$ cat src/hdl/amf_pkg.sv
// amf_pkg: shared types and constants of the above-mean filter
// used by every module of the block and by its checker
package amf_pkg;

    localparam int DATA_W        = 32;
    localparam int DEPTH_MAX     = 64;
    localparam int DEPTH_DEFAULT = 64;
    localparam int CNT_W_MAX     = $clog2(DEPTH_MAX + 1);
    localparam int SUM_W_MAX     = DATA_W + $clog2(DEPTH_MAX);
    localparam int CMP_W         = DATA_W + CNT_W_MAX;
    localparam int STATUS_W      = 2;

    localparam logic [STATUS_W-1:0] ST_OK       = 2'd0;
    localparam logic [STATUS_W-1:0] ST_NONE     = 2'd1;
    localparam logic [STATUS_W-1:0] ST_OVERFLOW = 2'd2;

    typedef struct packed {
        logic                        bank;
        logic signed [SUM_W_MAX-1:0] sum;
        logic [CNT_W_MAX-1:0]        count;
        logic                        overflow;
    } block_desc_t;

    typedef enum logic [2:0] {
        SCAN_IDLE,
        SCAN_READ,
        SCAN_MUL,
        SCAN_CMP,
        SCAN_FINISH
    } scan_state_t;

endpackage

$ cat src/hdl/amf_queue.sv
// amf_queue: two-entry queue of closed-block descriptors between front and back
// one entry per memory bank; depends on amf_pkg
module amf_queue (
    input  logic                 clk,
    input  logic                 rst_n,
    input  logic                 push,
    input  amf_pkg::block_desc_t push_desc,
    input  logic                 pop,
    output logic                 full,
    output logic                 not_empty,
    output amf_pkg::block_desc_t head
);
    import amf_pkg::*;

    block_desc_t entry0_reg;
    block_desc_t entry1_reg;
    logic [1:0]  fill_reg;

    assign full      = (fill_reg == 2'd2);
    assign not_empty = (fill_reg != 2'd0);
    assign head      = entry0_reg;

    always_ff @(posedge clk)
    begin
        if (push && pop)
        begin
            if (fill_reg == 2'd1)
            begin
                entry0_reg <= push_desc;
            end
            else
            begin
                entry0_reg <= entry1_reg;
                entry1_reg <= push_desc;
            end
        end
        else if (push)
        begin
            if (fill_reg == 2'd0)
            begin
                entry0_reg <= push_desc;
            end
            else
            begin
                entry1_reg <= push_desc;
            end
        end
        else if (pop)
        begin
            entry0_reg <= entry1_reg;
        end
    end

    always_ff @(posedge clk or negedge rst_n)
    begin
        if (!rst_n)
        begin
            fill_reg <= 2'd0;
        end
        else if (push && !pop)
        begin
            fill_reg <= fill_reg + 2'd1;
        end
        else if (pop && !push)
        begin
            fill_reg <= fill_reg - 2'd1;
        end
    end

endmodule

$ cat config.mk
export PLATFORM = sky130hd
export DESIGN_NAME = amf_queue
export DESIGN_NICKNAME = d
export VERILOG_FILES = /design/src/hdl/amf_pkg.sv /design/src/hdl/amf_queue.sv
export SDC_FILE = /design/constraint.sdc
export NUM_CORES = 1
export LEC_CHECK = 0
export ABC_AREA = 1
export BUFFER_PORTS_ARGS = -buffer_cell sky130_fd_sc_hd__buf_2
export CAP_MARGIN = 40
export CORE_ASPECT_RATIO = 1.5
export CORE_MARGIN = 2
export CORE_UTILIZATION = 55
export DETAILED_ROUTE_END_ITERATION = 6
export GPL_ROUTABILITY_DRIVEN = 0
export MAX_ROUTING_LAYER = met4
export PLACE_DENSITY = 0.88
export SLEW_MARGIN = 5
export SYNTH_ARGS = -nofsm -noshare
export SYNTH_HDL_FRONTEND = slang
export SYNTH_SLANG_ARGS = --single-unit
export TNS_END_PERCENT = 5
$ cat constraint.sdc
create_clock -name clk -period 7.25 [get_ports clk]
set_input_delay 0.725 -clock clk [delete_from_list [all_inputs] [get_ports clk]]
set_output_delay 0.725 -clock clk [all_outputs]
set_load 0.01 [all_outputs]
==> results.py <==
metrics = {
    "run_status": {
        "run_status": "completed",
    },
    "grt": {
        "grt.total_usage_pct": 21.0,
        "global_route.overflow_total": 0,
        "grt_pass1_wl_mm": 11.3,
        "antenna_found_initial": 0,
        "grt_pass1_vias": 2398,
        "maximum_number_of_pins_on_one_net_before_global_route_repair": 49,
    },
    "yosys": {
        "dominantRegCellSynth": "sky130_fd_sc_hd__edfxtp_1",
        "ys_types": 16,
        "synth-async-reset-ratio_pct": 2.08,
        "post-synth-top-area-cell": "sky130_fd_sc_hd__edfxtp_1",
        "syn_area_per_cell_um2": 13.4,
        "synth_fp_nets": 337,
        "synth_edf_count": 94,
        "synth.ff_latch_count": 96,
        "syn_inst": 279,
        "netlist_top_cells_count": "sky130_fd_sc_hd__nand2_1 (99), sky130_fd_sc_hd__edfxtp_1 (94), sky130_fd_sc_hd__nand3_1 (49), sky130_fd_sc_hd__buf_2 (8)",
        "ys_warn_count": 0,
        "synth_seq_area_share_pct": 76.7,
        "netlist_top_cells_area": "sky130_fd_sc_hd__edfxtp_1 (75%), sky130_fd_sc_hd__nand2_1 (9.9%), sky130_fd_sc_hd__nand3_1 (6.5%)",
        "synthesis.area_mm2": 0.00375,
        "synth.top_cell.area_share_pct": 75.4,
        "synth.most_common_cell": "sky130_fd_sc_hd__nand2_1",
    },
    "final_layout": {
        "syn_to_final_growth_pct": 19.5,
        "antenna_cells_inserted": 0,
        "finalNetCount": 435,
        "post-route-util_pct": 68.5,
        "post_route_cells_drive_above_1_share_pct": 31.5,
    },
    "place": {
        "port_buffers": 99,
        "place_hpwl_mm": 4.78,
    },
    "clock_network": {
        "clock_latency_ps": 350,
        "cts_resized": 0,
        "clock_sinks": 96,
        "cts.hold.buffers_added": 0,
        "clock_pin_slew_of_the_registers_on_the_worst_case_setup_and_hold_paths_ps": 80,
        "cts_tree": "built",
        "cts-buffers-inserted": 9,
        "h-tree-depth": 3,
        "cts_post_setup_buffers_inserted": 0,
        "cts_max_path_buffers": 2,
        "cts_root_buffer": "sky130_fd_sc_hd__clkbuf_8",
    },
    "detailed_routing": {
        "wl_per_cell_um": 15.8,
        "routed-via-count": 2467,
        "route.detailed.drc": 0,
        "drc_violation_total_after_the_first_tritonroute_iteration": 172,
        "ant_nets": 0,
        "dr.pass1.iters": 4,
        "routed_via_density": 5.40,
        "routed_wl_mm": 7.23,
    },
    "sta": {
        "slew_viol_final": 0,
        "setup_total_neg_slack_ps": 0,
        "report.final.setup_viol": 0,
        "layout_worst_path_cycle_share_pct": 41.1,
        "slew-limit-headroom_pct": 39.3,
        "clock-skew-final_ps": 4.32,
        "achievable-frequency_mhz": 336,
        "worst-slew-pin-transition_ps": 907,
        "post-route-min-period_ps": 2980,
        "grt_setup_unrepaired": "false",
        "hold_viol": 0,
    },
    "floorplanning": {
        "io_pins": 100,
        "die_span_in_y_um": 105,
        "core.rowCount": 36,
        "dieWidth_um": 71.4,
        "design.die.area_mm2": 0.00750,
        "start_util_pct": 57.4,
        "core-area_mm2": 0.00653,
    },
    "run": {
        "timing.max_cap.violations": 0,
    },
    "setup_path": {
        "timing.critical_path.required_ps": 7360,
        "path_common_cell": "sky130_fd_sc_hd__nand2_1",
        "crit_path_cell_trace": "buf_2 > ha_1 > inv_2 > nand2_2 > nand2_1 > buf_4 > nand2_1 > nand2_1",
        "critical-path-top-delay-family": "simple AND/OR/NAND/NOR gates",
        "crit_path_max_fanout": 48,
        "end_kind": "register",
        "crit_path_kind": "in -> reg",
        "cp.arrival_ps": 3090,
        "crit_path_start_kind": "input port",
        "cp_slowest_cell": "sky130_fd_sc_hd__nand2_1",
        "critPathBufInv": 3,
        "slowest_delay_ps": 680,
    },
    "worst_hold_path": {
        "timing.hold.worst.class": "in -> async",
    },
    "power_and_ir_drop": {
        "ir_drop_mv": 0.208,
        "power.static_leakage_nw": 1.99,
        "power_density_mw_per_mm2": 329,
    },
}
==> kinds of logic (layout without fill, tap and decap cells) <==
logic type | Yosys count | count (layout) | synth area share, %
compound gates | 2 | 2 | 0.267
buf+inv | 23 | 125 | 3.67
flops | 96 | 96 | 76.7
xor+xnor | 1 | 1 | 0.234
fa+ha+maj | 7 | 7 | 2.34
simple gates | 150 | 150 | 16.8
==> final timing paths <==
path                               end  slack (ps)   startpoint  cells after the start
max                           head[17]        4270         push                      8
min                        fill_reg[0]         130        rst_n                      1
max reg2reg                   head[17]        4360  fill_reg[0]                      6
min reg2reg                fill_reg[0]         500  fill_reg[0]                      1
max in group asynchronous  fill_reg[1]        7020        rst_n                      1
min in group clk           fill_reg[0]         500  fill_reg[0]                      1
==> routing by layer <==
layer,global-route usage (%),vias to the layer above,part of all wire [%]
li1,-,1165,-
met1,24.1,1175,37
met2,31.5,103,52
met3,5.88,24,6.1
met4,14.0,0,4.3
met5,-,-,0
==> per-stage QoR <==
stage	power, W	hold slack [ps]	instances	worst slack, ps	instance area [µm²]
3_5_place_dp	0.00113	494	442	3840	4280
2_1_floorplan	0.00101	429	279	2470	3750
3_3_place_gp	0.00111	485	442	4030	4280
4_1_cts	0.00148	120	457	4240	4480
5_1_grt	0.00155	109	457	3980	4480
6_report	0.00147	134	457	4270	4480
==> final cells by class <==
| cell class | count | area, µm² |
|---|---|---|
| well taps | 76 | 95.1 |
| fillers | 470 | 2050 |
| multi-input cells | 160 | 761 |
| clock inverters | 5 | 72.6 |
| inverters | 8 | 30.0 |
| flip-flops and latches | 96 | 2870 |
| clock buffers | 10 | 128 |
| repair buffers | 102 | 518 |
==> report_power, final <==
group | switching (W) | internal, W
clock | 0.000168 | 0.000190
combinational | 0.000203 | 0.000106
sequential | 0.0000331 | 0.000773
total | 0.000404 | 0.00107
==> layout by cell type (no fill, tap or decap), drive strengths merged <==
master / synthesis / routed
bufinv: 0 / 2
clkbuf: 1 / 10
o21ai: 1 / 1
a21oi: 1 / 1
dfrtp: 2 / 2
edfxtp: 94 / 94
ha: 7 / 7
xor2: 1 / 1
nand2: 100 / 100
inv: 8 / 8
nand3: 49 / 49
clkinv: 0 / 3
or2: 1 / 1
buf: 14 / 102
Note: power is estimated with default switching activity, not from simulation.
