--- config.mk ---
export PLATFORM = sky130hd
export DESIGN_NAME = amf_front
export DESIGN_NICKNAME = d
export VERILOG_FILES = /design/src/hdl/amf_pkg.sv /design/src/hdl/amf_front.sv
export SDC_FILE = /design/constraint.sdc
export NUM_CORES = 1
export LEC_CHECK = 0
export ABC_AREA = 0
export BUFFER_PORTS_ARGS = -buffer_cell sky130_fd_sc_hd__buf_2
export CORE_MARGIN = 4
export CORE_UTILIZATION = 35
export DETAILED_ROUTE_END_ITERATION = 16
export GPL_TIMING_DRIVEN = 0
export SETUP_SLACK_MARGIN = 0.02
export SLEW_MARGIN = 5
export SYNTH_ARGS = -nofsm -noshare
export SYNTH_HDL_FRONTEND = slang
export SYNTH_SLANG_ARGS = --single-unit
export TNS_END_PERCENT = 30
--- constraint.sdc ---
create_clock -name clk -period 4.8 [get_ports clk]
set_input_delay 0.24 -clock clk [delete_from_list [all_inputs] [get_ports clk]]
set_output_delay 0.24 -clock clk [all_outputs]
set_load 0.005 [all_outputs]
--- src/hdl/amf_pkg.sv ---
// amf_pkg: shared types and constants of the above-mean filter
// used by every module of the block and by its checker
package amf_pkg;

    localparam int DATA_W        = 32;
    localparam int DEPTH_MAX     = 64;
    localparam int DEPTH_DEFAULT = 64;
    localparam int CNT_W_MAX     = $clog2(DEPTH_MAX + 1);
    localparam int SUM_W_MAX     = DATA_W + $clog2(DEPTH_MAX);
    localparam int CMP_W         = DATA_W + CNT_W_MAX;
    localparam int STATUS_W      = 2;

    localparam logic [STATUS_W-1:0] ST_OK       = 2'd0;
    localparam logic [STATUS_W-1:0] ST_NONE     = 2'd1;
    localparam logic [STATUS_W-1:0] ST_OVERFLOW = 2'd2;

    typedef struct packed {
        logic                        bank;
        logic signed [SUM_W_MAX-1:0] sum;
        logic [CNT_W_MAX-1:0]        count;
        logic                        overflow;
    } block_desc_t;

    typedef enum logic [2:0] {
        SCAN_IDLE,
        SCAN_READ,
        SCAN_MUL,
        SCAN_CMP,
        SCAN_FINISH
    } scan_state_t;

endpackage

--- src/hdl/amf_front.sv ---
// amf_front: takes samples, writes them into the active bank, keeps sum and count
// closes a block on the last sample and queues its descriptor; depends on amf_pkg
module amf_front #(
    parameter int DEPTH = amf_pkg::DEPTH_DEFAULT
) (
    input  logic                                  clk,
    input  logic                                  rst_n,
    input  logic                                  sample_valid,
    output logic                                  sample_ready,
    input  logic signed [amf_pkg::DATA_W-1:0]     sample_value,
    input  logic                                  last_item,
    input  logic                                  queue_full,
    output logic                                  desc_push,
    output amf_pkg::block_desc_t                  desc,
    output logic                                  wr_en,
    output logic [$clog2(DEPTH):0]                wr_addr,
    output logic [amf_pkg::DATA_W-1:0]            wr_data
);
    import amf_pkg::*;

    localparam int IDX_W = $clog2(DEPTH);
    localparam int CNT_W = $clog2(DEPTH + 1);
    localparam int SUM_W = DATA_W + $clog2(DEPTH);
    localparam logic [CNT_W-1:0] CNT_FULL = CNT_W'(DEPTH);

    logic                    bank_reg;
    logic [CNT_W-1:0]        count_reg;
    logic signed [SUM_W-1:0] sum_reg;
    logic                    overflow_reg;

    logic                    accept;
    logic                    room;
    logic [CNT_W-1:0]        count_next;
    logic signed [SUM_W-1:0] sum_next;
    logic                    overflow_next;

    assign sample_ready = !queue_full;
    assign accept       = sample_valid && sample_ready;
    assign room         = (count_reg != CNT_FULL);

    always_comb
    begin
        count_next    = count_reg;
        sum_next      = sum_reg;
        overflow_next = overflow_reg;
        if (room)
        begin
            count_next = count_reg + CNT_W'(1);
            sum_next   = sum_reg + SUM_W'(sample_value);
        end
        else
        begin
            overflow_next = 1'b1;
        end
    end

    assign wr_en   = accept && room;
    assign wr_addr = {bank_reg, count_reg[IDX_W-1:0]};
    assign wr_data = sample_value;

    assign desc_push     = accept && last_item;
    assign desc.bank     = bank_reg;
    assign desc.sum      = SUM_W_MAX'(sum_next);
    assign desc.count    = CNT_W_MAX'(count_next);
    assign desc.overflow = overflow_next;

    always_ff @(posedge clk or negedge rst_n)
    begin
        if (!rst_n)
        begin
            bank_reg     <= 1'b0;
            count_reg    <= '0;
            sum_reg      <= '0;
            overflow_reg <= 1'b0;
        end
        else if (accept)
        begin
            if (last_item)
            begin
                bank_reg     <= !bank_reg;
                count_reg    <= '0;
                sum_reg      <= '0;
                overflow_reg <= 1'b0;
            end
            else
            begin
                count_reg    <= count_next;
                sum_reg      <= sum_next;
                overflow_reg <= overflow_next;
            end
        end
    end

endmodule

==> impl_metrics.yaml <==
run_status:
  status: "finished clean"
drt:
  num_vias: 4922
  drt_iter0_markers: 290
  wl_per_cell_um: 16.7
  routed_wl_um: 15400
  viasPerCell: 5.37
  drc: 0
  ant_nets: 0
  dr.pass1.iters: 5
worst_setup_path:
  cp_data_arrival_time_ns: 3.49
  cp_cell_sequence: "ha_1, nand2_1, o21ai_0, a21o_1, a2111oi_0, nand3_1, a311oi_2, xnor2_1, nand2_1, xnor2_1, buf_2"
  max_stage_delay_ns: 0.51
  critPathKind: "reg2out"
  cp-end-kind: "output pin"
  cp_slowest_cell: "a2111oi_0"
  cp.required_ns: 4.56
  cp_top_family: "compound AO/OA/AOI/OAI gates"
  path_max_fanout: 6
  startpoint_type: "flip-flop"
  crit_buf_inv: 1
cts:
  htree_levels: 2
  clk_pin_slew_worst_paths_ns: 0.08
  numCtsBuffers: 5
  clkSinkCount: 47
  post_cts_resized: 0
  postCtsHoldBufs: 0
  cts_tree: "done"
  clk_path_buf_depth: 2
  clockRootBuffer: "clkbuf_16"
  cts_setup_buffers: 0
  clock_latency_ns: 0.31
die:
  io-pin-count: 126
  row_count: 42
  die_x_um: 124
  initial_core_util: 0.359
  die_area_mm2: 0.0155
  core_mm2: 0.0132
  die_h_um: 124
synth:
  synth-seq-cells: 47
  synth_cells: 609
  postSynthAreaPerCell_um2: 7.80
  yosysTopAreaCellShare: 0.248
  syn_area_mm2: 0.00475
  yosys_warnings: 0
  yosys-top-cells-area: "dfrtp_1 (25%), ha_1 (10%), nand2_1 (6.6%)"
  ys_async_sr_fraction: 1.00
  ys_types: 54
  synth_edf_count: 0
  yosysMostFrequentCell: "nand2_1"
  syn_nets: 686
  ys_top_cells_by_count: "nand2_1 (83), o21ai_0 (60), a21oi_1 (52), dfrtp_1 (47), nor2_1 (42)"
  yosysSeqAreaShare: 0.248
  synth_top_cell_by_area: "dfrtp_1"
  ys.flop_type: "dfrtp_1"
layout:
  instances_no_fill: 917
  largest_register_ffs: 38
  nets: 817
  num_antenna_cells: 0
  final_core_util: 0.435
  fin_area_mm2: 0.00576
  drive_gt1_frac: 0.250
  area_growth_pct: 21.3
global_routing:
  grt_first_pass_wirelength_um: 24400
  grt-ovfl-total: 0
  grt_pass1_vias: 4812
  grt_max_degree: 48
  grt_usage: 0.191
  antenna_found_initial: 0
placed_design:
  dp_cells: 909
  hpwl_um: 11900
  placed_area_mm2: 0.00559
  post-place-ws_ns: 1.40
  gp_congestion: 0.925
  numPortBuffers: 124
timing:
  finalCriticalPeriod_ns: 3.73
  slew_violations: 0
  period_share: 0.777
  max_freq_mhz: 268
  worst_slack_ns: 1.07
  worst_slew_pin_slew_ns: 1.13
  rsz0062_at_grt: "false"
  skew_ns: 0.0110
  tns_ns: 0
  whs_ns: 0.148
  hold_viol: 0
  setup_viol: 0
  relSlewSlack: 0.248
power_and_ir_drop:
  internal-power_mw: 1.63
  switching_share: 0.459
  clkPwrFrac: 0.143
  seqPwrFrac: 0.214
  power_frac_comb: 0.643
  p_per_area_mw_per_mm2: 524
  power_switching_mw: 1.39
  leakage_nw: 2.84
  ir_drop_uv: 226
  finalPower_mw: 3.02
job:
  max_cap_viol_count: 0
worst_hold_path:
  hp-class: "in2async"
## metal layers
metal  share of wire  GRT usage  up-vias
met5               0          0        -
met4           0.024     0.0664        0
met3           0.057     0.0356       20
met2            0.47      0.317      154
met1            0.45      0.250     2327
li1                -          -     2421
## final cells by class
cell class / count / area (um^2)
plain buffers: 73 / 438
clock buffers: 5 / 125
clock inverters: 3 / 46.3
fillers: 1431 / 7480
inverters: 11 / 41.3
multi-input cells: 478 / 3090
flip-flops and latches: 47 / 1180
well taps: 176 / 220
repair buffers: 124 / 621
## cell usage in the layout (no fill, tap or decap), drive strengths merged, types with 2 or more instances in the layout
cell type and instances:
buf 168, nand2 83, o21ai 63, a21oi 53, dfrtp 47, nor2 42, ha 39, clkbuf 34
a22o 26, xnor2 22, xor2 19, a21o 16, nand3 13, inv 12, nand2b 8, nor2b 8
o31ai 8, a31oi 7, and3 6, nor3 6, o21a 6, nand4 5, o221ai 5, nor4 4
a21boi 4, a22oi 4, nand3b 3, o211ai 3, a211o 3, and3b 2, a221o 2, nor3b 2
a311oi 2
## power by group through the flow
stage	Clock [mW]	Combinational, mW	Sequential [mW]
4_1_cts	0.441	1.95	0.643
3_5_place_dp	0	1.94	0.648
2_1_floorplan	0	1.32	0.616
3_3_place_gp	0	1.91	0.642
6_report	0.430	1.94	0.646
5_1_grt	0.450	2.18	0.663
## cells by family after synthesis
kind of cell,count (synthesis),synth area share
compound gates,210,0.289
simple gates,187,0.180
buf+inv,84,0.101
flops,47,0.248
xor+xnor,41,0.0756
fa+ha+maj,40,0.107
## path summary, 6_finish.rpt
check,from,to,slack (ns),depth (start not counted)
min,rst_n,sum_reg[8]$_DFFE_PN0P_,0.15,1
min in group clk,queue_full,count_reg[1]$_DFFE_PN0P_,0.31,3
max,sum_reg[19]$_DFFE_PN0P_,desc[45],1.07,11
max in group asynchronous,rst_n,sum_reg[28]$_DFFE_PN0P_,3.96,1
min reg2reg,overflow_reg$_DFFE_PN0P_,overflow_reg$_DFFE_PN0P_,0.49,2
max reg2reg,sum_reg[9]$_DFFE_PN0P_,sum_reg[32]$_DFFE_PN0P_,1.76,11
(Power assumes the default switching activity.)
